<file path="config.mk">
export PLATFORM = sky130hd
export DESIGN_NAME = rc_control_packet_builder_top
export DESIGN_NICKNAME = d
export VERILOG_FILES = /design/src/hw/rtl/rccpb_pkg.sv /design/src/hw/rtl/rc_control_packet_builder_top.sv /design/src/hw/rtl/rccpb_sequencer.sv /design/src/hw/rtl/rccpb_axis_offset.sv /design/src/hw/rtl/rccpb_axis_mul.sv /design/src/hw/rtl/rccpb_packet_asm.sv
export SDC_FILE = /design/constraint.sdc
export NUM_CORES = 2
export LEC_CHECK = 0
export BUFFER_PORTS_ARGS = -buffer_cell sky130_fd_sc_hd__buf_2
export CORE_MARGIN = 2
export CORE_UTILIZATION = 35
export DETAILED_ROUTE_END_ITERATION = 8
export SLEW_MARGIN = 40
export SYNTH_ARGS = -nofsm -noshare
export SYNTH_HDL_FRONTEND = slang
export SYNTH_HIERARCHICAL = 1
export SYNTH_SLANG_ARGS = --single-unit
</file>
<file path="constraint.sdc">
create_clock -name clk -period 10.77 [get_ports clk]
set_input_delay 1.077 -clock clk [delete_from_list [all_inputs] [get_ports clk]]
set_output_delay 1.077 -clock clk [all_outputs]
set_load 0.05 [all_outputs]
</file>
<file path="src/hw/rtl/rccpb_pkg.sv">
// shared types and constants of the rc control packet builder
package rccpb_pkg;

	localparam int IN_MIN_DEF = -10000;
	localparam int IN_MAX_DEF = 10000;

	localparam int ID_W = 24;
	localparam int CHAN_W = 7;
	localparam int LEN_W = 16;
	localparam int AXIS_W = 10;
	localparam int CFG_IDX_W = 3;
	localparam int CFG_DATA_W = 24;
	localparam int NUM_HOPS = 4;
	localparam int HOP_IDX_W = 2;
	localparam int NUM_BYTES = 9;

	localparam int FULL_SCALE = 1023;

	localparam logic [LEN_W-1:0] BIND_LENGTH_RST = 16'd750;
	localparam logic [CHAN_W-1:0] BIND_RF_CHANNEL = 7'd80;
	localparam logic [7:0] BIND_MARK = 8'h23;
	localparam logic [AXIS_W-1:0] FLIP_LOW = 10'h100;
	localparam logic [AXIS_W-1:0] FLIP_HIGH = 10'h300;

	// register indexes of the configuration port
	localparam logic [CFG_IDX_W-1:0] REG_TX_ID = 3'd0;
	localparam logic [CFG_IDX_W-1:0] REG_HOP_A = 3'd1;
	localparam logic [CFG_IDX_W-1:0] REG_HOP_B = 3'd2;
	localparam logic [CFG_IDX_W-1:0] REG_HOP_C = 3'd3;
	localparam logic [CFG_IDX_W-1:0] REG_HOP_D = 3'd4;
	localparam logic [CFG_IDX_W-1:0] REG_BIND_LEN = 3'd5;

	typedef struct packed {
		logic [ID_W-1:0] tx_id;
		logic [NUM_HOPS-1:0][CHAN_W-1:0] hop_chan;
	} cfg_t;

	typedef struct packed {
		logic is_bind;
		logic [CHAN_W-1:0] rf_channel;
	} ctl_t;

	typedef struct packed {
		logic stop;
		logic flip;
		logic headless;
		logic ret;
	} flags_t;

	typedef struct packed {
		logic [NUM_BYTES-1:0][7:0] data;
		logic [7:0] sum;
	} pkt_t;

	// switch is active when strictly positive
	function automatic logic is_positive(input logic signed [15:0] v);
		return !v[15] && (v != 16'sd0);
	endfunction

endpackage

</file>
<file path="src/hw/rtl/rc_control_packet_builder_top.sv">
// Control packet builder: one 10-byte radio packet per accepted request,
// with its RF channel and a bind marker. A request is taken every cycle
// unless in_stall is high; its packet passes the clamp register, the axis
// multiply register and the output register. The axis scaling multiply is
// the stage that sets the cycle time. The user must write configuration
// through cfg_we / cfg_index / cfg_data while the block is idle (unenforced).
module rc_control_packet_builder_top #(
	parameter int IN_MIN = rccpb_pkg::IN_MIN_DEF,
	parameter int IN_MAX = rccpb_pkg::IN_MAX_DEF
) (
	input  logic                               clk,
	input  logic                               arst_n,
	input  logic                               cfg_we,
	input  logic [rccpb_pkg::CFG_IDX_W-1:0]    cfg_index,
	input  logic [rccpb_pkg::CFG_DATA_W-1:0]   cfg_data,
	input  logic                               in_valid,
	output logic                               in_stall,
	input  logic                               start_bind,
	input  logic signed [15:0]                 aileron,
	input  logic signed [15:0]                 elevator,
	input  logic signed [15:0]                 throttle,
	input  logic signed [15:0]                 rudder,
	input  logic signed [15:0]                 flip_switch,
	input  logic signed [15:0]                 headless_switch,
	input  logic signed [15:0]                 return_switch,
	input  logic signed [15:0]                 stop_switch,
	output logic                               out_valid,
	input  logic                               out_stall,
	output logic [7:0]                         byte_zero,
	output logic [7:0]                         byte_one,
	output logic [7:0]                         byte_two,
	output logic [7:0]                         byte_three,
	output logic [7:0]                         byte_four,
	output logic [7:0]                         byte_five,
	output logic [7:0]                         byte_six,
	output logic [7:0]                         byte_seven,
	output logic [7:0]                         byte_eight,
	output logic [7:0]                         sum_byte,
	output logic [rccpb_pkg::CHAN_W-1:0]       rf_channel,
	output logic                               is_bind
);

	localparam int SPAN = IN_MAX - IN_MIN;
	localparam int SPAN_W = $clog2(SPAN + 1);

	logic ready_out;
	logic ready_s2;
	logic ready_s1;
	logic accept;

	rccpb_pkg::cfg_t cfg;
	rccpb_pkg::ctl_t ctl;
	rccpb_pkg::flags_t flags;

	logic [SPAN_W-1:0] ail_off;
	logic [SPAN_W-1:0] ele_off;
	logic [SPAN_W-1:0] thr_off;
	logic [SPAN_W-1:0] rud_off;

	logic valid_s1;
	rccpb_pkg::ctl_t ctl_s1;
	rccpb_pkg::flags_t flags_s1;
	logic [SPAN_W-1:0] ail_s1;
	logic [SPAN_W-1:0] ele_s1;
	logic [SPAN_W-1:0] thr_s1;
	logic [SPAN_W-1:0] rud_s1;

	logic [rccpb_pkg::AXIS_W-1:0] ail_scaled;
	logic [rccpb_pkg::AXIS_W-1:0] ele_scaled;
	logic [rccpb_pkg::AXIS_W-1:0] thr_scaled;
	logic [rccpb_pkg::AXIS_W-1:0] rud_scaled;

	logic valid_s2;
	rccpb_pkg::ctl_t ctl_s2;
	rccpb_pkg::flags_t flags_s2;
	logic [rccpb_pkg::AXIS_W-1:0] ail_s2;
	logic [rccpb_pkg::AXIS_W-1:0] ele_s2;
	logic [rccpb_pkg::AXIS_W-1:0] thr_s2;
	logic [rccpb_pkg::AXIS_W-1:0] rud_s2;

	rccpb_pkg::pkt_t pkt;
	logic out_valid_q;
	rccpb_pkg::pkt_t pkt_q;
	rccpb_pkg::ctl_t ctl_q;

	// each stage moves when the one after it is empty or moving
	assign ready_out = !out_valid_q || !out_stall;
	assign ready_s2 = !valid_s2 || ready_out;
	assign ready_s1 = !valid_s1 || ready_s2;
	assign accept = in_valid && ready_s1;
	assign in_stall = !ready_s1;

	rccpb_sequencer u_seq (
		.clk        (clk),
		.arst_n     (arst_n),
		.cfg_we     (cfg_we),
		.cfg_index  (cfg_index),
		.cfg_data   (cfg_data),
		.accept     (accept),
		.start_bind (start_bind),
		.cfg        (cfg),
		.ctl        (ctl)
	);

	assign flags.stop = rccpb_pkg::is_positive(stop_switch);
	assign flags.flip = rccpb_pkg::is_positive(flip_switch);
	assign flags.headless = rccpb_pkg::is_positive(headless_switch);
	assign flags.ret = rccpb_pkg::is_positive(return_switch);

	rccpb_axis_offset #(.IN_MIN(IN_MIN), .IN_MAX(IN_MAX)) u_off_ail (
		.raw (aileron), .offset (ail_off));
	rccpb_axis_offset #(.IN_MIN(IN_MIN), .IN_MAX(IN_MAX)) u_off_ele (
		.raw (elevator), .offset (ele_off));
	rccpb_axis_offset #(.IN_MIN(IN_MIN), .IN_MAX(IN_MAX)) u_off_thr (
		.raw (throttle), .offset (thr_off));
	rccpb_axis_offset #(.IN_MIN(IN_MIN), .IN_MAX(IN_MAX)) u_off_rud (
		.raw (rudder), .offset (rud_off));

	always_ff @(posedge clk or negedge arst_n) begin
		if (!arst_n) begin
			valid_s1 <= 1'b0;
		end else if (ready_s1) begin
			valid_s1 <= in_valid;
		end
	end

	always_ff @(posedge clk) begin
		if (accept) begin
			ctl_s1 <= ctl;
			flags_s1 <= flags;
			ail_s1 <= ail_off;
			ele_s1 <= ele_off;
			thr_s1 <= thr_off;
			rud_s1 <= rud_off;
		end
	end

	rccpb_axis_mul #(.IN_MIN(IN_MIN), .IN_MAX(IN_MAX)) u_mul_ail (
		.offset (ail_s1), .scaled (ail_scaled));
	rccpb_axis_mul #(.IN_MIN(IN_MIN), .IN_MAX(IN_MAX)) u_mul_ele (
		.offset (ele_s1), .scaled (ele_scaled));
	rccpb_axis_mul #(.IN_MIN(IN_MIN), .IN_MAX(IN_MAX)) u_mul_thr (
		.offset (thr_s1), .scaled (thr_scaled));
	rccpb_axis_mul #(.IN_MIN(IN_MIN), .IN_MAX(IN_MAX)) u_mul_rud (
		.offset (rud_s1), .scaled (rud_scaled));

	always_ff @(posedge clk or negedge arst_n) begin
		if (!arst_n) begin
			valid_s2 <= 1'b0;
		end else if (ready_s2) begin
			valid_s2 <= valid_s1;
		end
	end

	always_ff @(posedge clk) begin
		if (ready_s2 && valid_s1) begin
			ctl_s2 <= ctl_s1;
			flags_s2 <= flags_s1;
			ail_s2 <= ail_scaled;
			ele_s2 <= ele_scaled;
			thr_s2 <= thr_scaled;
			rud_s2 <= rud_scaled;
		end
	end

	rccpb_packet_asm u_asm (
		.cfg   (cfg),
		.ctl   (ctl_s2),
		.flags (flags_s2),
		.ail_q (ail_s2),
		.ele_q (ele_s2),
		.thr_q (thr_s2),
		.rud_q (rud_s2),
		.pkt   (pkt)
	);

	always_ff @(posedge clk or negedge arst_n) begin
		if (!arst_n) begin
			out_valid_q <= 1'b0;
		end else if (ready_out) begin
			out_valid_q <= valid_s2;
		end
	end

	always_ff @(posedge clk) begin
		if (ready_out && valid_s2) begin
			pkt_q <= pkt;
			ctl_q <= ctl_s2;
		end
	end

	assign out_valid = out_valid_q;
	assign byte_zero = pkt_q.data[0];
	assign byte_one = pkt_q.data[1];
	assign byte_two = pkt_q.data[2];
	assign byte_three = pkt_q.data[3];
	assign byte_four = pkt_q.data[4];
	assign byte_five = pkt_q.data[5];
	assign byte_six = pkt_q.data[6];
	assign byte_seven = pkt_q.data[7];
	assign byte_eight = pkt_q.data[8];
	assign sum_byte = pkt_q.sum;
	assign rf_channel = ctl_q.rf_channel;
	assign is_bind = ctl_q.is_bind;

endmodule

</file>
<file path="src/hw/rtl/rccpb_sequencer.sv">
// configuration registers and bind / hop sequencing state
module rccpb_sequencer (
	input  logic                                  clk,
	input  logic                                  arst_n,
	input  logic                                  cfg_we,
	input  logic [rccpb_pkg::CFG_IDX_W-1:0]       cfg_index,
	input  logic [rccpb_pkg::CFG_DATA_W-1:0]      cfg_data,
	input  logic                                  accept,
	input  logic                                  start_bind,
	output rccpb_pkg::cfg_t                       cfg,
	output rccpb_pkg::ctl_t                       ctl
);

	logic [rccpb_pkg::ID_W-1:0] tx_id_q;
	logic [rccpb_pkg::NUM_HOPS-1:0][rccpb_pkg::CHAN_W-1:0] hop_chan_q;
	logic [rccpb_pkg::LEN_W-1:0] bind_length_q;
	logic in_data_phase_q;
	logic [rccpb_pkg::LEN_W-1:0] bind_remaining_q;
	logic [rccpb_pkg::HOP_IDX_W-1:0] hop_index_q;

	logic phase_eff;
	logic [rccpb_pkg::LEN_W-1:0] remaining_eff;
	logic [rccpb_pkg::HOP_IDX_W-1:0] hop_eff;

	// start_bind restarts the sequence ahead of this request
	assign phase_eff = start_bind ? 1'b0 : in_data_phase_q;
	assign remaining_eff = start_bind ? bind_length_q : bind_remaining_q;
	assign hop_eff = start_bind ? '0 : hop_index_q;

	assign cfg.tx_id = tx_id_q;
	assign cfg.hop_chan = hop_chan_q;

	assign ctl.is_bind = !phase_eff;
	assign ctl.rf_channel = phase_eff ? hop_chan_q[hop_eff] : rccpb_pkg::BIND_RF_CHANNEL;

	always_ff @(posedge clk or negedge arst_n) begin
		if (!arst_n) begin
			tx_id_q <= '0;
			hop_chan_q <= '0;
			bind_length_q <= rccpb_pkg::BIND_LENGTH_RST;
		end else if (cfg_we) begin
			unique case (cfg_index)
				rccpb_pkg::REG_TX_ID: tx_id_q <= cfg_data[rccpb_pkg::ID_W-1:0];
				rccpb_pkg::REG_HOP_A: hop_chan_q[0] <= cfg_data[rccpb_pkg::CHAN_W-1:0];
				rccpb_pkg::REG_HOP_B: hop_chan_q[1] <= cfg_data[rccpb_pkg::CHAN_W-1:0];
				rccpb_pkg::REG_HOP_C: hop_chan_q[2] <= cfg_data[rccpb_pkg::CHAN_W-1:0];
				rccpb_pkg::REG_HOP_D: hop_chan_q[3] <= cfg_data[rccpb_pkg::CHAN_W-1:0];
				rccpb_pkg::REG_BIND_LEN: bind_length_q <= cfg_data[rccpb_pkg::LEN_W-1:0];
				default: ;
			endcase
		end
	end

	always_ff @(posedge clk or negedge arst_n) begin
		if (!arst_n) begin
			in_data_phase_q <= 1'b0;
			bind_remaining_q <= rccpb_pkg::BIND_LENGTH_RST;
			hop_index_q <= '0;
		end else if (accept) begin
			if (!phase_eff) begin
				hop_index_q <= hop_eff;
				if (remaining_eff == '0) begin
					in_data_phase_q <= 1'b1;
					bind_remaining_q <= remaining_eff;
				end else begin
					in_data_phase_q <= 1'b0;
					bind_remaining_q <= remaining_eff - 1'b1;
				end
			end else begin
				hop_index_q <= hop_eff + 1'b1;
			end
		end
	end

endmodule

</file>
<file path="src/hw/rtl/rccpb_axis_offset.sv">
// clamps one stick value and offsets it to start at zero
module rccpb_axis_offset #(
	parameter int IN_MIN = rccpb_pkg::IN_MIN_DEF,
	parameter int IN_MAX = rccpb_pkg::IN_MAX_DEF,
	localparam int SPAN = IN_MAX - IN_MIN,
	localparam int SPAN_W = $clog2(SPAN + 1)
) (
	input  logic signed [15:0] raw,
	output logic [SPAN_W-1:0]  offset
);

	localparam logic signed [16:0] LO = 17'(IN_MIN);
	localparam logic signed [16:0] HI = 17'(IN_MAX);

	logic signed [16:0] wide;
	logic signed [16:0] clamped;
	logic signed [16:0] diff;

	always_comb begin
		wide = {raw[15], raw};
		if (wide < LO) begin
			clamped = LO;
		end else if (wide > HI) begin
			clamped = HI;
		end else begin
			clamped = wide;
		end
		diff = clamped - LO;
	end

	assign offset = diff[SPAN_W-1:0];

endmodule

</file>
<file path="src/hw/rtl/rccpb_axis_mul.sv">
// scales an offset axis value to 10 bits by multiplying with a reciprocal
module rccpb_axis_mul #(
	parameter int IN_MIN = rccpb_pkg::IN_MIN_DEF,
	parameter int IN_MAX = rccpb_pkg::IN_MAX_DEF,
	localparam int SPAN = IN_MAX - IN_MIN,
	localparam int SPAN_W = $clog2(SPAN + 1)
) (
	input  logic [SPAN_W-1:0]                offset,
	output logic [rccpb_pkg::AXIS_W-1:0]     scaled
);

	// offset * span < 2^SHIFT keeps the rounded-up reciprocal exact for floor
	localparam int SHIFT = 2 * SPAN_W;
	localparam longint unsigned MULT =
		((longint'(rccpb_pkg::FULL_SCALE) << SHIFT) + longint'(SPAN) - 1) / longint'(SPAN);
	localparam int MULT_W = $clog2(MULT + 1);
	localparam int PROD_W = SPAN_W + MULT_W;

	logic [PROD_W-1:0] prod;

	assign prod = PROD_W'(offset) * PROD_W'(MULT);
	assign scaled = prod[SHIFT +: rccpb_pkg::AXIS_W];

endmodule

</file>
<file path="src/hw/rtl/rccpb_packet_asm.sv">
// assembles the packet bytes and checksum from scaled axes and flags
module rccpb_packet_asm (
	input  rccpb_pkg::cfg_t                     cfg,
	input  rccpb_pkg::ctl_t                     ctl,
	input  rccpb_pkg::flags_t                   flags,
	input  logic [rccpb_pkg::AXIS_W-1:0]        ail_q,
	input  logic [rccpb_pkg::AXIS_W-1:0]        ele_q,
	input  logic [rccpb_pkg::AXIS_W-1:0]        thr_q,
	input  logic [rccpb_pkg::AXIS_W-1:0]        rud_q,
	output rccpb_pkg::pkt_t                     pkt
);

	logic [rccpb_pkg::AXIS_W-1:0] ail;
	logic [rccpb_pkg::AXIS_W-1:0] ele;
	logic [rccpb_pkg::AXIS_W-1:0] rud;
	logic may_flip;
	logic [rccpb_pkg::NUM_BYTES-1:0][7:0] b;
	logic [7:0] sum;

	// full scale minus value is the bitwise complement in 10 bits
	assign ail = ~ail_q;
	assign ele = ~ele_q;
	assign rud = ~rud_q;

	assign may_flip = (ail < rccpb_pkg::FLIP_LOW) || (ail > rccpb_pkg::FLIP_HIGH) ||
		(ele < rccpb_pkg::FLIP_LOW) || (ele > rccpb_pkg::FLIP_HIGH);

	always_comb begin
		b[0] = 8'h00;
		if (ctl.is_bind) begin
			b[1] = cfg.tx_id[23:16];
			b[2] = cfg.tx_id[15:8];
			b[3] = cfg.tx_id[7:0];
			b[4] = {1'b0, cfg.hop_chan[0]};
			b[5] = {1'b0, cfg.hop_chan[1]};
			b[6] = {1'b0, cfg.hop_chan[2]};
			b[7] = {1'b0, cfg.hop_chan[3]};
			b[8] = rccpb_pkg::BIND_MARK;
		end else begin
			b[1] = {2'b00, flags.stop, 2'b00, flags.flip && may_flip, ail[9:8]};
			b[2] = ail[7:0];
			b[3] = {3'b000, flags.headless, 1'b0, flags.ret, ele[9:8]};
			b[4] = ele[7:0];
			b[5] = {6'b000000, thr_q[9:8]};
			b[6] = thr_q[7:0];
			// high rate flag always set
			b[7] = {4'b0000, 1'b1, 1'b0, rud[9:8]};
			b[8] = rud[7:0];
		end
		sum = 8'h00;
		for (int i = 0; i < rccpb_pkg::NUM_BYTES; i++) begin
			sum = sum + b[i];
		end
	end

	assign pkt.data = b;
	assign pkt.sum = sum;

endmodule
</file>
-- Word level (Yosys, flattened, before mapping)
Index checks and enable logic that the tools add are counted.
- bits in registers: 294
- input port bits: 161
- output and inout bits: 90
- logic and storage cells: 136
- reductions and logical operators: 37
- bitwise operators: 4
- equality and inequality tests: 5
- $mul: 4
- magnitude comparators: 13
- add/sub/neg operators: 13
- muxes and demuxes: 17
- operators by type and width (kind ; count):
    multiplier 15 x 26 -> 40 bit (second input constant) ; 4
    two-way mux 15 bit ; 8
    > comparator 16 x 15 -> 1 bit (second input constant) ; 4
    < comparator 16 x 15 -> 1 bit (second input constant) ; 4
    two-way mux 64 bit ; 1
    nonzero test 16 bit ; 4
    subtractor 15 bit (second input constant) ; 4
    adder 8 bit ; 7
    two-way mux 16 bit ; 2
    NOT 10 bit ; 3
    > comparator 10 bit (second input constant) ; 2
    < comparator 10 x 9 -> 1 bit (second input constant) ; 2
    logical NOT 16 bit ; 1
    subtractor 16 x 1 -> 16 bit (second input constant) ; 1
    binary-select mux 7 bit (select 2 bit) ; 1
    AND reduction 2 bit ; 7
    logical NOT 1 bit ; 10
    logical AND 1 bit ; 8
    two-way mux 7 bit ; 1
    == test 3 x 2 -> 1 bit (second input constant) ; 2
    == test 3 bit (second input constant) ; 2
    logical OR 1 bit ; 6
    two-way mux 2 bit ; 2
    == test 3 x 1 -> 1 bit (second input constant) ; 1
    other kinds (5) ; 6

-- Longest topological paths before layout
- word-level depth: 14
- gate-level depth with buffers: 20
- gate-level depth less buffers: 20

-- Modules after synthesis
Netlist, hierarchy kept.
- modules (own cells, without submodules) (module ; instances ; seq. area each (um^2) ; cells an instance ; area an instance (um^2)):
    rc_control_packet_builder_top ; 1 ; 6441.2 ; 244 ; 6626.4
    rccpb_axis_mul (u_mul_thr) ; 1 ; 0.0 ; 616 ; 5828.1
    rccpb_axis_mul (u_mul_ail) ; 1 ; 0.0 ; 584 ; 5629.1
    rccpb_axis_mul (u_mul_rud) ; 1 ; 0.0 ; 553 ; 5460.2
    rccpb_axis_mul (u_mul_ele) ; 1 ; 0.0 ; 546 ; 5407.7
    rccpb_sequencer ; 1 ; 2194.6 ; 391 ; 4570.6
    rccpb_axis_offset ; 4 ; 0.0 ; 74 ; 513.0
    rccpb_packet_asm ; 1 ; 0.0 ; 252 ; 2013.2

-- Least setup slack after synthesis
Ideal clock, no wire load.
- path kind: input -> register
- start point: input out_stall
- end point: register pkt_q (netlist bit byte_eight[0]) (enable)
- library setup time: 0.669 ns
- required time: 10.101 ns
- path buffers: 0
- setup slack: 2.668 ns
- stages: 1
- data arrival time: 7.433 ns
- cell sequence: a21boi_0
- word-level cells in the longest chain between the ends: 3
- RTL lines (item ; RTL line ; source):
    start: declaration ; rc_control_packet_builder_top.sv:28 ; input logic out_stall,
    logical NOT 1 bit ; rc_control_packet_builder_top.sv:87 ; assign ready_out = !out_valid_q || !out_stall;
    logical OR 1 bit ; rc_control_packet_builder_top.sv:87 ;
    logical AND 1 bit ; rc_control_packet_builder_top.sv:186 ; if (ready_out && valid_s2) begin
    end signal: assignment ; rc_control_packet_builder_top.sv:187 ; pkt_q <= pkt;
    end: declaration ; rc_control_packet_builder_top.sv:83 ; rccpb_pkg::pkt_t pkt_q;
Every way passes these cells.
A chain may end at the register's enable or synchronous reset.

-- Worst setup path after layout
- start point: register ele_s1[7]
- end point: register ele_s2[6] (netlist bit) (data pin)
- word-level cells in the longest chain between the ends: 1
- RTL lines (item ; RTL line ; source):
    start: declaration ; rc_control_packet_builder_top.sv:64 ; logic [SPAN_W-1:0] ele_s1;
    start signal: assignment ; rc_control_packet_builder_top.sv:132 ; ele_s1 <= ele_off;
    multiplier 15 x 26 -> 40 bit ; rccpb_axis_mul.sv:21 ; assign prod = PROD_W'(offset) * PROD_W'(MULT);
    net ele_scaled, one bit ; rc_control_packet_builder_top.sv:69 ; logic [rccpb_pkg::AXIS_W-1:0] ele_scaled;
    end signal: assignment ; rc_control_packet_builder_top.sv:160 ; ele_s2 <= ele_scaled;
    end: declaration ; rc_control_packet_builder_top.sv:77 ; logic [rccpb_pkg::AXIS_W-1:0] ele_s2;
The timed path passes the listed nets, and every way through them passes these cells.

==> results.toml <==
[run_status]
status = "complete, no violations"

[timing]
finalCritPeriodShare_pct = 53.6
fin_crit_ps = 5770
setup_ws_ps = 5000
fmax_ghz = 0.173
rsz0062_at_grt = "no"
setup_viol = 0
fin_worst_skew_ps = 16.8
tightestPinTransition_ps = 762
final_max_slew_viol_count = 0
tns_ps = 0
final_hold_viol_count = 0
slew_headroom_pct = 49.2

[hold_path]
hp-class = "reg -> reg"
min-delay-start = "ctl_s1[6]$_DFFE_PP_"

[critical_path]
crit_start = "ele_s1[7]$_DFFE_PP_"
path_max_fanout = 8
crit_path_start_kind = "register"
crit_type = "reg -> reg"
endpoint_kind = "register"
arrival_ps = 6150
critical_path_required_ps = 11140
r2r_start = "ele_s1[7]$_DFFE_PP_"

[synthesis]
seq_area_frac_synth_pct = 23.0
synth_top_area_share_pct = 22.7
ys_ff_latch = 302
synth_area_mm2 = 0.0376
yosys-top-cells-area = "ha_1 (23%), fa_1 (23%), edfxtp_1 (17%)"
synth-edff-count = 212
synth.most_common_cell = "inv_1"
synth_common_cells = "inv_1 (760), ha_1 (682), fa_1 (423)"
synth_ff_type = "edfxtp_1"
synth_top_cell_by_area = "ha_1"
postSynthCellCount = 3482
postSynthAreaPerCell_um2 = 10.8
synthArstFlopShare_pct = 29.8
synth_warnings = 6
synth_cell_types = 122

[placement]
gp_congestion = 0.910
place_hpwl_um = 81000
dpl.cell_count = 5085
port_buffers = 250
pre_cts_slack_ps = 4990

[global_routing]
grt_pass1_wl_um = 151000
antenna_found_initial = 0
grt_pass1_vias = 26400
grt_max_degree = 73
grt_usage_pct = 17.5
grt_overflow_total = 0

[cells_and_area]
ff_latch_area_mm2 = 0.00864
nNetsFinal = 4987
fin_util_pct = 39.0
multi_input_area_mm2 = 0.0258
nFillCells = 10400
drive_above_1_share_pct = 14.2
area_growth_pct = 10.9
stdcell_count = 5152

[route]
antenna_left = 0
firstDrtPassIters = 5
wl_um = 96200
drc_errors = 0
via_count = 25500
drt_iter0_markers = 1780
vias_per_cell = 4.95
routedWlPerCell_um = 18.7

[cts]
cts_setup_buffers = 0
clk_latency_ps = 580
cts.reportedPaths.clkPinSlew_ps = 60
htree_num_levels = 2
cts_tree = "done"
cts_buffers = 37
cts_root_buf = "clkbuf_16"
cts.path.max_buffers = 3
cts_resized = 0
postCtsHoldBufs = 0
clock-sinks = 302

[die]
die_h_um = 332
design.core.area_mm2 = 0.107
die_area_mm2 = 0.110
num_io_pins = 251
initial_core_util_pct = 35.2
row_count = 120
die_w_um = 332

[job]
cap_violations = 0
## worst max-delay path, stage by stage, from the launching register on
cell and delay (ps):
edfxtp_1 610, inv_1 90, ha_1 280, inv_1 60
ha_1 360, inv_1 80, fa_1 530, fa_1 540
fa_1 530, fa_1 570, inv_1 50, ha_1 310
and4_1 200, nand4_1 120, nor2_1 270, nand3_1 160
a31oi_1 410, a21oi_1 120, o311ai_1 290
## registers in the layout, indices dropped and copies added, names as in the netlist, 10 cells and up
register / flops
ele_s1: 15
u_seq/bind_length_q: 16
ail_s1: 15
ele_s2: 10
rud_s1: 15
rud_s2: 10
ail_s2: 10
u_seq/tx_id_q: 24
thr_s2: 10
u_seq/bind_remaining_q: 16
u_seq/cfg: 28
thr_s1: 15
## cells by family after synthesis
logic type | count (synthesis) | synth area share, %
multiplexers | 122 | 3.51
adder cells (fa/ha/maj) | 1105 | 45.2
other | 1 | 0.00998
AND/OR/NAND/NOR | 561 | 7.96
AO/OA/AOI/OAI | 469 | 9.52
XOR/XNOR | 92 | 2.16
buffers and inverters | 830 | 8.62
flip-flops | 302 | 23.0
## metal layers
| layer | vias up | global-route usage (%) | wire [um] |
|---|---|---|---|
| li1 | 12300 | - | - |
| met2 | 697 | 28.1 | 43600 |
| met5 | - | 0 | 0 |
| met4 | 0 | 4.46 | 2390 |
| met3 | 115 | 2.38 | 4820 |
| met1 | 12400 | 24.8 | 45400 |
## metrics by stage
stage,hold slack (ps),area [um^2]
final,416,41700
after global routing,435,41700
after CTS,420,41700
after detailed placement,405,40400
after global placement,404,40300
after floorplan,400,37600
## cell type report
class,instances,share of cell area (%)
antenna,1,0.00601
clock buffer,42,2.27
clock inverter,24,0.820
inverter,761,6.85
multi-input combinational,2359,61.9
sequential,302,20.7
tap,1403,4.21
timing repair buffer,260,3.24
## layout by cell type (no fill, tap or decap), types with 31 or more instances in the layout
| cell | synthesis | layout |
|---|---|---|
| mux2i_1 | 43 | 43 |
| clkbuf_16 | 0 | 37 |
| nor2_1 | 107 | 107 |
| buf_2 | 18 | 249 |
| xnor2_1 | 64 | 64 |
| and2_1 | 33 | 31 |
| nand3_1 | 48 | 48 |
| nand2_1 | 141 | 139 |
| a21o_1 | 36 | 36 |
| a21oi_1 | 96 | 96 |
| edfxtp_1 | 212 | 212 |
| o21ai_0 | 67 | 67 |
| mux2_2 | 79 | 79 |
| nor3_1 | 40 | 39 |
| inv_1 | 760 | 760 |
| dfrtp_1 | 76 | 76 |
| ha_1 | 682 | 682 |
| nand4_1 | 38 | 38 |
| fa_1 | 423 | 423 |
## path summary, 6_finish.rpt
path	endpoint	slack, ps	cells after the start
min in group asynchronous	u_seq/hop_index_q[1]$_DFFE_PN0P_	490	1
setup reg to reg	ele_s2[6]$_DFFE_PP_	5000	18
max in group asynchronous	u_seq/tx_id_q[20]$_DFFE_PN0P_	9190	2
hold / removal	ctl_s2[6]$_DFFE_PP_	420	0
hold reg to reg	ctl_s2[6]$_DFFE_PP_	420	0
setup / recovery	ele_s2[6]$_DFFE_PP_	5000	18
Power is not shown: default switching activity piles up to over one toggle a cycle in this logic, so the estimate is an artifact.
